### config.mk
export PLATFORM = sky130hd
export DESIGN_NAME = aidse_cell
export DESIGN_NICKNAME = d
export VERILOG_FILES = /design/src/hdl/assert_macros.svh /design/src/hdl/aidse_pkg.sv /design/src/hdl/aidse_cell.sv
export SDC_FILE = /design/constraint.sdc
export NUM_CORES = 1
export LEC_CHECK = 0
export BUFFER_PORTS_ARGS = -buffer_cell sky130_fd_sc_hd__buf_4
export CAP_MARGIN = 25
export CORE_MARGIN = 1.5
export CORE_UTILIZATION = 40
export CTS_CLUSTER_DIAMETER = 150
export CTS_CLUSTER_SIZE = 16
export DETAILED_ROUTE_END_ITERATION = 8
export PLACE_DENSITY = 0.75
export SYNTH_ARGS = -nofsm -noshare
export SYNTH_HDL_FRONTEND = slang
export SYNTH_SLANG_ARGS = --single-unit
export TNS_END_PERCENT = 10
### constraint.sdc
create_clock -name clk -period 1.5 [get_ports clk]
set_input_delay 0.15 -clock clk [delete_from_list [all_inputs] [get_ports clk]]
set_output_delay 0.15 -clock clk [all_outputs]
set_load 0.05 [all_outputs]
### src/hdl/assert_macros.svh
// Assertion helpers used by the RTL sequencer.
`ifndef ASSERT_MACROS_SVH
`define ASSERT_MACROS_SVH
`ifndef SYNTH
`define ASSERT_PROP(lbl, clk, rst, prop, msg) \
  lbl: assert property (@(posedge clk) disable iff (rst) (prop)) else $error(msg);
`define ASSERT_NEVER(lbl, clk, rst, expr, msg) \
  lbl: assert property (@(posedge clk) disable iff (rst) !(expr)) else $error(msg);
`else
`define ASSERT_PROP(lbl, clk, rst, prop, msg)
`define ASSERT_NEVER(lbl, clk, rst, expr, msg)
`endif
`endif

### src/hdl/aidse_pkg.sv
`timescale 1ns / 1ps
`default_nettype none
package aidse_pkg;

  localparam int DEFAULT_DEPTH      = 64;
  localparam int DEFAULT_DATA_WIDTH = 32;

  localparam int FUNC_W   = 3;
  localparam int STATUS_W = 2;

  // operation codes
  localparam logic [FUNC_W-1:0] FUNC_INSERT  = 3'd0;
  localparam logic [FUNC_W-1:0] FUNC_FIND    = 3'd1;
  localparam logic [FUNC_W-1:0] FUNC_COUNT   = 3'd2;
  localparam logic [FUNC_W-1:0] FUNC_DEL_POS = 3'd3;
  localparam logic [FUNC_W-1:0] FUNC_DEL_KEY = 3'd4;
  localparam logic [FUNC_W-1:0] FUNC_PART    = 3'd5;
  localparam logic [FUNC_W-1:0] FUNC_READ    = 3'd6;
  localparam logic [FUNC_W-1:0] FUNC_UNUSED  = 3'd7;

  // status codes
  localparam logic [STATUS_W-1:0] ST_OK    = 2'd0;
  localparam logic [STATUS_W-1:0] ST_FULL  = 2'd1;
  localparam logic [STATUS_W-1:0] ST_RANGE = 2'd2;
  localparam logic [STATUS_W-1:0] ST_EMPTY = 2'd3;

  // controls broadcast to every cell of the chain
  typedef struct packed {
    logic rotate;
    logic push;
    logic load;
  } cell_ctrl_t;

endpackage
`default_nettype wire

### src/hdl/aidse_cell.sv
`timescale 1ns / 1ps
`default_nettype none
module aidse_cell #(
  parameter int DATA_WIDTH = aidse_pkg::DEFAULT_DATA_WIDTH
) (
  input  wire logic                  clk,
  input  wire aidse_pkg::cell_ctrl_t ctrl,
  input  wire logic [DATA_WIDTH-1:0] s_in,
  input  wire logic [DATA_WIDTH-1:0] d_in,
  output logic      [DATA_WIDTH-1:0] s,
  output logic      [DATA_WIDTH-1:0] d
);

  // entry ring: rotate toward the head, or reload from the build chain
  always_ff @(posedge clk) begin
    if (ctrl.load) begin
      s <= d;
    end else if (ctrl.rotate) begin
      s <= s_in;
    end
  end

  // build chain: advance one place on each push
  always_ff @(posedge clk) begin
    if (ctrl.push) begin
      d <= d_in;
    end
  end

endmodule
`default_nettype wire

==> impl_metrics.csv <==
group,metric,value,unit
setup_path,cpMaxStageDelayCell,"sky130_fd_sc_hd__edfxtp_1",
floorplan,die_height,81.6,um
global_route,first_pass_grt_wire_length,8450,um
setup_path,critical_path_rt,1.35,ns
routing,drtIter0Drc,63,
yosys,synth-compound-area-share,0,%
timing,fin_setup_tns,0,ns
setup_path,crit_chain,"buf_4",
clocking,clk-insertion-delay-late,0.33,ns
global_route,grtUsageTotal,18.3,%
clocking,cts.repair.resized,0,
placed_design,gp_congestion,0.744,
timing,timing_worst_slew_pin_value,0.758,ns
global_route,vias_in_the_first_global_route,1697,
timing,slew_violations,0,
routing,route.detailed.drc,0,
placed_design,numPortBuffers,131,
clocking,tritoncts,"built",
timing,min_period,1.10,ns
yosys,post_synth.cell_area_avg,24.4,um^2
clocking,root_buffer,"sky130_fd_sc_hd__clkbuf_8",
timing,post_route_clock_period_utilization,73.4,%
final_layout,nFillCells,438,
routing,detailedRoute.firstPassIterationCount,4,
clocking,cts_max_path_buffers,2,
timing,timing.fmax,0.908,GHz
yosys,synth.top_cells.by_area,"sky130_fd_sc_hd__edfxtp_1 78%, sky130_fd_sc_hd__mux2_4 18%, sky130_fd_sc_hd__buf_12 2.4%, sky130_fd_sc_hd__mux2_2 1.4%, sky130_fd_sc_hd__buf_6 0.46%",
timing,final-hold-violation-count,0,
yosys,netlist_area,2470,um^2
setup_path,critical_path_cell_count,1,
placed_design,detailed_place.area,3490,um^2
routing,avgViaCountPerCell,4.55,
routing,postRouteWirelength,5740,um
yosys,yosysTopAreaCellShare,77.9,%
run_status,status,"finished clean",
setup_path,critical-path-max-stage-delay,0.41,ns
floorplan,design.portCount,132,
hold_path,hold_class,"primary input to flop",
clocking,htreeDepth,3,
clocking,clock_sink_count,64,
final_layout,post_route_cells_drive_above_1_share,64.7,%
final_layout,multiInputGateArea,475,um^2
timing,slew_hr,49.5,%
flow_run,drv.max_cap_violation_count,0,
clocking,hold_buffers,32,
routing,antenna_violating_nets_post_route,0,
global_route,groute.layer.met1.usage,18.8,%
timing,finalSetupViolCount,0,
setup_path,worstSetupStartpointType,"flop",
global_route,grt.met3_usage,4.33,%
placed_design,detailed_place_hpwl,3940,um
timing,clock_skew,0.00616,ns
final_layout,num-nets-final,341,
yosys,synth_sequential_area_ratio,77.9,%
global_route,pin_count_of_the_biggest_net_entering_global_routing,33,
setup_path,length_in_cells_of_the_worst_reg_to_reg_path,1,
yosys,post_synth_and_or_nand_nor_area_fraction,0.253,%
floorplan,fp.dieW,81.6,um
yosys,syn_nets,169,
clocking,worst_setup_hold_path_clk_slew,0.07,ns
yosys,cell_count_after_synthesis,101,
setup_path,timing.critical_path.arrival,0.95,ns
floorplan,starting_utilization_of_the_core_area,41.4,%
setup_path,path_max_fanout,2,
power,peak_supply_drop,0.000707,V
setup_path,crit_buf_inv,1,
final_layout,sequential_cell_area,1920,um^2
global_route,gr-max-usage-layer,"met2",
yosys,synth_top_cell_by_area,"sky130_fd_sc_hd__edfxtp_1",
routing,routedWlPerCell,16.3,um
final_layout,num_antenna_cells,0,
final_layout,syn2layout_area_growth,62.8,%
clocking,cts_buffer_count,9,
yosys,synth_xor_area_share,0,%
hold_path,hold_depth,2,
yosys,synthesized_area_fraction_occupied_by_adder_cells,0,%
power,p_leak,1.77,nW
setup_path,cp_top_family,"flip-flops",
routing,dr_total_vias,1606,
setup_path,worstSetupEndpointType,"output port",
yosys,synth.distinct_cells,6,
floorplan,cell_row_count,28,
yosys,dominant_combinational_cell_family_by_area_after_synthesis,"multiplexers",
floorplan,dieArea,6650,um^2
floorplan,floorplan.core_area,5960,um^2
clocking,cts_setup_buffers,0,
global_route,m2_gr_usage,32.4,%
global_route,antenna_found_initial,0,
yosys,ys_ff_latch,64,
timing,unrepaired_setup_endpoints_after_global_routing,"false",
yosys,number_of_warnings_reported_in_the_yosys_synthesis_log,0,
final_layout,fin_area,4020,um^2
power,power_density,1240,nW/um^2
setup_path,timing_worst_setup_path_type,"flop to output port",
global_route,globalRoute.totalOverflow,0,
yosys,synth_mux_area_share,19.0,%
## power by group
group	switching [mW]	internal [mW]
sequential	0.0665	2.16
combinational	0.733	0.469
clock	0.640	0.921
total	1.44	3.55
## stage by stage
step	power (mW)	worst slack, ns	std cells	utilization (%)	hold slack (ns)
after floorplan	2.99	0.236	101	-	0.249
after global placement	3.39	0.262	305	58.6	0.328
after detailed placement	3.40	0.230	305	58.6	0.329
after CTS	5.06	0.364	353	67.5	0.0937
after global routing	5.17	0.346	353	67.5	0.0976
final	4.99	0.399	353	67.5	0.115
## per-layer routing
layer / vias up / routed length, um
li1: 746 / -
met1: 767 / 2210
met2: 81 / 2940
met3: 12 / 407
met4: 0 / 184
met5: - / 0
## Yosys cell counts
library cell and count:
sky130_fd_sc_hd__edfxtp_1 64, sky130_fd_sc_hd__mux2_2 3, sky130_fd_sc_hd__buf_6 1, sky130_fd_sc_hd__or2_1 1, sky130_fd_sc_hd__buf_12 3, sky130_fd_sc_hd__mux2_4 29
## area by class of cell
class                      instances  area share [%]
clock inverter                     7            2.15
tap                               75            2.33
multi-input combinational         33            11.8
clock buffer                       9            3.08
timing repair buffer             165            32.8
sequential                        64            47.8
## flip-flops by register name (all words and copies together), names as in the netlist
signal	cells
d	32
s	32
## placed cells by master (no fill, tap or decap)
cell type	instances
sky130_fd_sc_hd__edfxtp_1	64
sky130_fd_sc_hd__mux2_4	29
sky130_fd_sc_hd__bufinv_16	2
sky130_fd_sc_hd__buf_4	133
sky130_fd_sc_hd__mux2_2	3
sky130_fd_sc_hd__clkinv_1	2
sky130_fd_sc_hd__or2_2	1
sky130_fd_sc_hd__clkinv_2	2
sky130_fd_sc_hd__dlygate4sd3_1	32
sky130_fd_sc_hd__clkinv_4	1
sky130_fd_sc_hd__clkbuf_8	9
## path summary, 6_finish.rpt
path              slack [ns]            start               to
setup / recovery        0.40  d[18]$_DFFE_PP_            d[18]
hold / removal          0.12         s_in[22]  s[22]$_DFFE_PP_
setup reg to reg        0.56   d[6]$_DFFE_PP_   s[6]$_DFFE_PP_
hold reg to reg         0.59  d[15]$_DFFE_PP_  s[15]$_DFFE_PP_
## cell families after synthesis
family                 Yosys count
AND/OR/NAND/NOR                  1
flip-flops                      64
buffers and inverters            4
multiplexers                    32
Power figures use the tool's default switching activity.
