`config.mk`:
```
export PLATFORM = sky130hd
export DESIGN_NAME = aidse_seq
export DESIGN_NICKNAME = d
export VERILOG_FILES = /design/src/hdl/aidse_pkg.sv /design/src/hdl/aidse_seq.sv
export VERILOG_INCLUDE_DIRS = /design/src /design/src/hdl
export SDC_FILE = /design/constraint.sdc
export NUM_CORES = 1
export LEC_CHECK = 0
export BUFFER_PORTS_ARGS = -buffer_cell sky130_fd_sc_hd__buf_2
export CORE_UTILIZATION = 30
export CTS_BUF_LIST = sky130_fd_sc_hd__clkbuf_4 sky130_fd_sc_hd__clkbuf_8
export DETAILED_ROUTE_END_ITERATION = 16
export PLACE_DENSITY = 0.6
export SLEW_MARGIN = 20
export SYNTH_ARGS = -nofsm -noshare
export SYNTH_HDL_FRONTEND = slang
export SYNTH_SLANG_ARGS = --single-unit
```
`constraint.sdc`:
```
create_clock -name clk -period 12.3 [get_ports clk]
set_input_delay 1.845 -clock clk [delete_from_list [all_inputs] [get_ports clk]]
set_output_delay 1.845 -clock clk [all_outputs]
set_load 0.01 [all_outputs]
```
`src/hdl/assert_macros.svh`:
```
// Assertion helpers used by the RTL sequencer.
`ifndef ASSERT_MACROS_SVH
`define ASSERT_MACROS_SVH
`ifndef SYNTH
`define ASSERT_PROP(lbl, clk, rst, prop, msg) \
  lbl: assert property (@(posedge clk) disable iff (rst) (prop)) else $error(msg);
`define ASSERT_NEVER(lbl, clk, rst, expr, msg) \
  lbl: assert property (@(posedge clk) disable iff (rst) !(expr)) else $error(msg);
`else
`define ASSERT_PROP(lbl, clk, rst, prop, msg)
`define ASSERT_NEVER(lbl, clk, rst, expr, msg)
`endif
`endif

```
`src/hdl/aidse_pkg.sv`:
```
`timescale 1ns / 1ps
`default_nettype none
package aidse_pkg;

  localparam int DEFAULT_DEPTH      = 64;
  localparam int DEFAULT_DATA_WIDTH = 32;

  localparam int FUNC_W   = 3;
  localparam int STATUS_W = 2;

  // operation codes
  localparam logic [FUNC_W-1:0] FUNC_INSERT  = 3'd0;
  localparam logic [FUNC_W-1:0] FUNC_FIND    = 3'd1;
  localparam logic [FUNC_W-1:0] FUNC_COUNT   = 3'd2;
  localparam logic [FUNC_W-1:0] FUNC_DEL_POS = 3'd3;
  localparam logic [FUNC_W-1:0] FUNC_DEL_KEY = 3'd4;
  localparam logic [FUNC_W-1:0] FUNC_PART    = 3'd5;
  localparam logic [FUNC_W-1:0] FUNC_READ    = 3'd6;
  localparam logic [FUNC_W-1:0] FUNC_UNUSED  = 3'd7;

  // status codes
  localparam logic [STATUS_W-1:0] ST_OK    = 2'd0;
  localparam logic [STATUS_W-1:0] ST_FULL  = 2'd1;
  localparam logic [STATUS_W-1:0] ST_RANGE = 2'd2;
  localparam logic [STATUS_W-1:0] ST_EMPTY = 2'd3;

  // controls broadcast to every cell of the chain
  typedef struct packed {
    logic rotate;
    logic push;
    logic load;
  } cell_ctrl_t;

endpackage
`default_nettype wire

```
`src/hdl/aidse_seq.sv`:
```
`timescale 1ns / 1ps
`default_nettype none
`include "assert_macros.svh"
module aidse_seq #(
  parameter int DEPTH      = aidse_pkg::DEFAULT_DEPTH,
  parameter int DATA_WIDTH = aidse_pkg::DEFAULT_DATA_WIDTH,
  parameter int PW         = $clog2(DEPTH),
  parameter int LW         = $clog2(DEPTH + 1)
) (
  input  wire logic                            clk,
  input  wire logic                            rst,
  input  wire logic                            in_valid,
  output logic                                 in_ready,
  input  wire logic [aidse_pkg::FUNC_W-1:0]    func,
  input  wire logic [DATA_WIDTH-1:0]           key,
  input  wire logic [PW-1:0]                   position,
  input  wire logic [DATA_WIDTH-1:0]           head,
  output aidse_pkg::cell_ctrl_t                ctrl,
  output logic      [DATA_WIDTH-1:0]           push_data,
  output logic                                 out_valid,
  input  wire logic                            out_ready,
  output logic      [aidse_pkg::STATUS_W-1:0]  status,
  output logic                                 found,
  output logic      [PW-1:0]                   match_index,
  output logic      [LW-1:0]                   match_count,
  output logic      [DATA_WIDTH-1:0]           read_value,
  output logic      [LW-1:0]                   length_now
);

  typedef enum logic [2:0] {S_IDLE, S_PASS1, S_PASS2, S_LOAD, S_DONE} state_t;

  state_t                        state;
  logic [aidse_pkg::FUNC_W-1:0]  func_r;
  logic [DATA_WIDTH-1:0]         key_r;
  logic [PW-1:0]                 pos_r;
  logic [DATA_WIDTH-1:0]         pivot;
  logic [PW-1:0]                 step;
  logic [LW-1:0]                 len;
  logic [aidse_pkg::STATUS_W-1:0] stat_r;
  logic                          found_r;
  logic [PW-1:0]                 midx_r;
  logic [LW-1:0]                 mcnt_r;
  logic [DATA_WIDTH-1:0]         rval_r;

  logic                          accept;
  logic [aidse_pkg::STATUS_W-1:0] err;
  logic                          modify;
  logic                          last;
  logic                          in_len;
  logic                          hit;
  logic                          lt;
  logic                          push_p1;
  logic                          push_p2;

  assign in_ready = (state == S_IDLE);
  assign accept   = in_valid && in_ready;
  assign last     = (step == PW'(DEPTH - 1));
  assign in_len   = (LW'(step) < len);
  assign hit      = (head == key_r);
  assign lt       = ($signed(head) < $signed(pivot));

  // check the request against the current length
  always_comb begin
    err = aidse_pkg::ST_OK;
    unique case (func)
      aidse_pkg::FUNC_INSERT: begin
        if (len == LW'(DEPTH)) err = aidse_pkg::ST_FULL;
        else if (LW'(position) > len) err = aidse_pkg::ST_RANGE;
      end
      aidse_pkg::FUNC_DEL_POS, aidse_pkg::FUNC_READ: begin
        if (len == '0) err = aidse_pkg::ST_EMPTY;
        else if (LW'(position) >= len) err = aidse_pkg::ST_RANGE;
      end
      aidse_pkg::FUNC_DEL_KEY, aidse_pkg::FUNC_PART: begin
        if (len == '0) err = aidse_pkg::ST_EMPTY;
      end
      default: err = aidse_pkg::ST_OK;
    endcase
  end

  always_comb begin
    case (func_r)
      aidse_pkg::FUNC_INSERT, aidse_pkg::FUNC_DEL_POS,
      aidse_pkg::FUNC_DEL_KEY, aidse_pkg::FUNC_PART: modify = 1'b1;
      default: modify = 1'b0;
    endcase
  end

  // pick which entries enter the build chain in each pass; the two passes
  // together push exactly DEPTH words
  always_comb begin
    push_p1 = 1'b0;
    push_p2 = 1'b0;
    case (func_r)
      aidse_pkg::FUNC_INSERT: begin
        push_p1 = (step <= pos_r);
        push_p2 = (step >= pos_r) && !last;
      end
      aidse_pkg::FUNC_DEL_POS: begin
        push_p1 = in_len && (step != pos_r);
        push_p2 = !push_p1;
      end
      aidse_pkg::FUNC_DEL_KEY: begin
        push_p1 = in_len && !hit;
        push_p2 = !push_p1;
      end
      aidse_pkg::FUNC_PART: begin
        push_p1 = (step != '0) && in_len && lt;
        push_p2 = !push_p1;
      end
      default: begin
        push_p1 = 1'b0;
        push_p2 = 1'b0;
      end
    endcase
  end

  always_comb begin
    ctrl.rotate = (state == S_PASS1) || (state == S_PASS2);
    ctrl.push   = ((state == S_PASS1) && push_p1) || ((state == S_PASS2) && push_p2);
    ctrl.load   = (state == S_LOAD);
    push_data   = (func_r == aidse_pkg::FUNC_INSERT && state == S_PASS1 && step == pos_r)
                  ? key_r : head;
  end

  // sequencer and result registers
  always_ff @(posedge clk) begin
    if (rst) begin
      state     <= S_IDLE;
      len       <= '0;
      out_valid <= 1'b0;
      step      <= '0;
    end else begin
      if (out_valid && out_ready && state != S_DONE) out_valid <= 1'b0;
      unique case (state)
        S_IDLE: begin
          if (accept) begin
            func_r  <= func;
            key_r   <= key;
            pos_r   <= position;
            pivot   <= head;
            stat_r  <= err;
            found_r <= 1'b0;
            midx_r  <= '0;
            mcnt_r  <= '0;
            rval_r  <= '0;
            step    <= '0;
            if (err != aidse_pkg::ST_OK || func == aidse_pkg::FUNC_UNUSED) begin
              state <= S_DONE;
            end else begin
              state <= S_PASS1;
            end
          end
        end
        S_PASS1: begin
          if (in_len) begin
            if (func_r == aidse_pkg::FUNC_FIND && hit && !found_r) begin
              found_r <= 1'b1;
              midx_r  <= step;
            end
            if ((func_r == aidse_pkg::FUNC_COUNT || func_r == aidse_pkg::FUNC_DEL_KEY) && hit) begin
              mcnt_r <= mcnt_r + LW'(1);
            end
            if (func_r == aidse_pkg::FUNC_READ && step == pos_r) rval_r <= head;
          end
          step <= last ? '0 : step + PW'(1);
          if (last) state <= modify ? S_PASS2 : S_DONE;
        end
        S_PASS2: begin
          step <= last ? '0 : step + PW'(1);
          if (last) state <= S_LOAD;
        end
        S_LOAD: begin
          case (func_r)
            aidse_pkg::FUNC_INSERT:  len <= len + LW'(1);
            aidse_pkg::FUNC_DEL_POS: len <= len - LW'(1);
            aidse_pkg::FUNC_DEL_KEY: len <= len - mcnt_r;
            default:                 len <= len;
          endcase
          state <= S_DONE;
        end
        S_DONE: begin
          if (!out_valid || out_ready) begin
            out_valid   <= 1'b1;
            status      <= stat_r;
            found       <= found_r;
            match_index <= midx_r;
            match_count <= mcnt_r;
            read_value  <= rval_r;
            length_now  <= len;
            state       <= S_IDLE;
          end
        end
        default: state <= S_IDLE;
      endcase
    end
  end

  `ASSERT_NEVER(a_len_max, clk, rst, len > LW'(DEPTH), "length beyond depth")
  `ASSERT_PROP(a_accept_busy, clk, rst, accept |=> state != S_IDLE, "accept did not start work")
  `ASSERT_PROP(a_load_done, clk, rst, state == S_LOAD |=> state == S_DONE, "reload not followed by result")
  `ASSERT_NEVER(a_push_idle, clk, rst, ctrl.push && !ctrl.rotate, "push outside a pass")

endmodule
`default_nettype wire

```
==> out/qor.txt <==
status - complete, no violations
total power - 1.398 mW
FF+latch area - 5625 µm²
Worst-path clk slew - 120 ps
Yosys top cell by area - edfxtp_1
Die Wd - 175.9 µm
Post-synth EDFFs - 176
clock skew - 28.25 ps
static leakage - 4.194 nW
die area - 30950 µm²
Final Hold Fails - 0
Setup Viol. Count Final - 0
cell area after synthesis - 9075 µm²
ranking of synthesized cells by area - edfxtp_1 (58%), ha_1 (7.9%), mux2_1 (4.1%)
unrepaired setup endpoints after global routing - no
Final #Nets - 997
min Tclk post-route - 6053 ps
Main synth FF type - edfxtp_1
Row Count - 63
first-pass GRT wire length - 33930 µm
syn nets - 821
clock buffer depth - 2
max-slew violation count - 0
Via-to-Cell Ratio - 4.643
Root Buffer - clkbuf_8
final design utilization - 0.3644
max-cap violation count - 0
actual slew at the worst max-slew pin - 910.6 ps
Slew headroom - 0.3929
YS warnings - 0
post-synthesis sequential area ratio - 0.6199
commonest non-fill, non-tap cell in the layout - edfxtp_1
Cell Chain, Critical Path - buf_2, ha_1, nand4_2, or4_4, or2_0, o22ai_2, nor2_1, xnor2_1, a311o_1, buf_2
Total Wirelength - 21910 µm
top cell type's share of synthesized area - 0.5824
most frequent cells in the layout - edfxtp_1 (176), buf_2 (168), ha_1 (57), inv_1 (54), and2_1 (42)
TritonCTS clock tree - built
initial core utilization - 0.3054
number of global-route vias before repair - 5930
crit-path max FO - 5
count of cell types in the netlist - 64
RR Startpoint - func_r[1]
DP HPWL - 15960 µm
final period utilization - 0.4921
critical path class - in -> out
initial antenna violation count - 1
largest net degree at the start of global routing - 65
asr flop ratio synth - 0
worst skew pair latency - 510 ps
Remaining DRCs - 0
DR pass1 iterations - 4
area of the multi-input gates - 3201 µm²
pwr dens - 129.0 nW/µm²
hold path startpoint - rval_r[19]
RePlAce Congestion - 0.8076
Arr. time, crit path - 4210 ps
Post-CTS Resized - 0
postcts setup bufs - 0
via count - 5873
cell repeated most along the worst path - buf_2
layout cells sized above 1 - 0.2491
WHS - 421.7 ps
Avg WL per Cell - 17.32 µm
io pins - 169
grt ovf - 0
growth of design area from synthesis to finish - 19.34%
H-tree levels - 4
core area - 29720 µm²
CTS Sinks - 193
GR Util All Layers - 0.1471
Critical Path Start - head[31]
# hold bufs at CTS - 0
worst hold path class - reg -> reg
placed cell area - 10410 µm²
Cells after Synth - 686
Final TNS setup - 0 ps
CP required - 10450 ps
fillers - 2910
Critical-path top delay cell - or4_4
fin area - 10830 µm²
ant diodes - 0
Fmax - 0.1652 GHz
CP max stage delay - 560 ps
post-route ant nets - 0
PortBufs - 168
Peak VDD IR - 54.86 µV
Setup crit start kind - input pin
DR iter-0 viols - 323
CP Capture Type - output port
chip height - 175.9 µm
Avg Cell Area, Syn - 13.23 µm²
register bit total from synthesis - 193
Num CTS Buffers - 17
[worst max-delay path, delay by kind of cell]
kind	cells	cell delay (ps)
XOR/XNOR	1	140
AND/OR/NAND/NOR	4	990
adder cells (fa/ha/maj)	1	400
buffers and inverters	2	290
AO/OA/AOI/OAI	2	530
[path summary, 6_finish.rpt]
kind	end	slack, ps	cells past startpoint
setup reg to reg	len[6]	9030	12
setup / recovery	ctrl[1]	6250	10
hold / removal	read_value[19]	420	0
hold reg to reg	read_value[19]	420	0
[area by class of cell]
| cell class | instances | share of cell area |
|---|---|---|
| multi-input combinational | 420 | 0.2955 |
| timing repair buffer | 173 | 0.08110 |
| clock buffer | 17 | 0.02160 |
| tap | 390 | 0.04506 |
| clock inverter | 15 | 0.01756 |
| sequential | 193 | 0.5194 |
| inverter | 57 | 0.01976 |
[report_power, final]
| group | internal (mW) | switching [mW] | leakage [nW] |
|---|---|---|---|
| sequential | 0.768 | 0.0192 | 1.78 |
| combinational | 0.0614 | 0.105 | 2.20 |
| clock | 0.191 | 0.254 | 0.209 |
| total | 1.02 | 0.378 | 4.19 |
[synth_stat cells (8+ instances only)]
| master | count |
|---|---|
| a21oi_1 | 36 |
| nand4_1 | 14 |
| xnor2_1 | 41 |
| edfxtp_1 | 176 |
| inv_1 | 54 |
| nand3b_1 | 8 |
| nand2_1 | 23 |
| nor2_1 | 35 |
| clkbuf_1 | 12 |
| o21ai_0 | 14 |
| nor3_1 | 8 |
| nand2b_1 | 8 |
| mux2_1 | 33 |
| ha_1 | 57 |
| dfxtp_1 | 17 |
| o21ai_1 | 9 |
| and2_1 | 42 |
| nand3_1 | 9 |
[state kept, by name (all words and copies together) (netlist names), 7 cells and up]
signal and flops:
match_count 7, rval_r 32, mcnt_r 7, key_r 32, len 7, length_now 7, pivot 32, read_value 32
[metal layers]
metal / wire [µm] / vias to the layer above / global-route usage
li1: - / 2876 / -
met1: 10490 / 2836 / 0.1984
met2: 10100 / 131 / 0.2316
met3: 897 / 28 / 0.03442
met4: 415 / 2 / 0.04928
met5: 10 / - / 0
[per-stage QoR]
step / instances / worst slack, ps
6_report: 1265 / 6247
5_1_grt: 1265 / 6107
4_1_cts: 1265 / 6232
3_5_place_dp: 1233 / 6231
3_3_place_gp: 1233 / 6251
2_1_floorplan: 686 / 5636
[kinds of logic (layout without fill, tap and decap cells)]
logic type                 after synthesis  count (layout)  share of synthesized area
and+or+nand+nor                        182             182                     0.1126
xor gates and xnor gates                43              43                    0.04150
adders and majority gates               58              58                    0.08079
DFF                                    193             193                     0.6199
buffers and inverters                   73             262                    0.03075
muxes                                   33              33                    0.04095
AOI/OAI and AO/OA                      104             104                    0.07349
No activity file was read; power rests on OpenSTA's default activity.
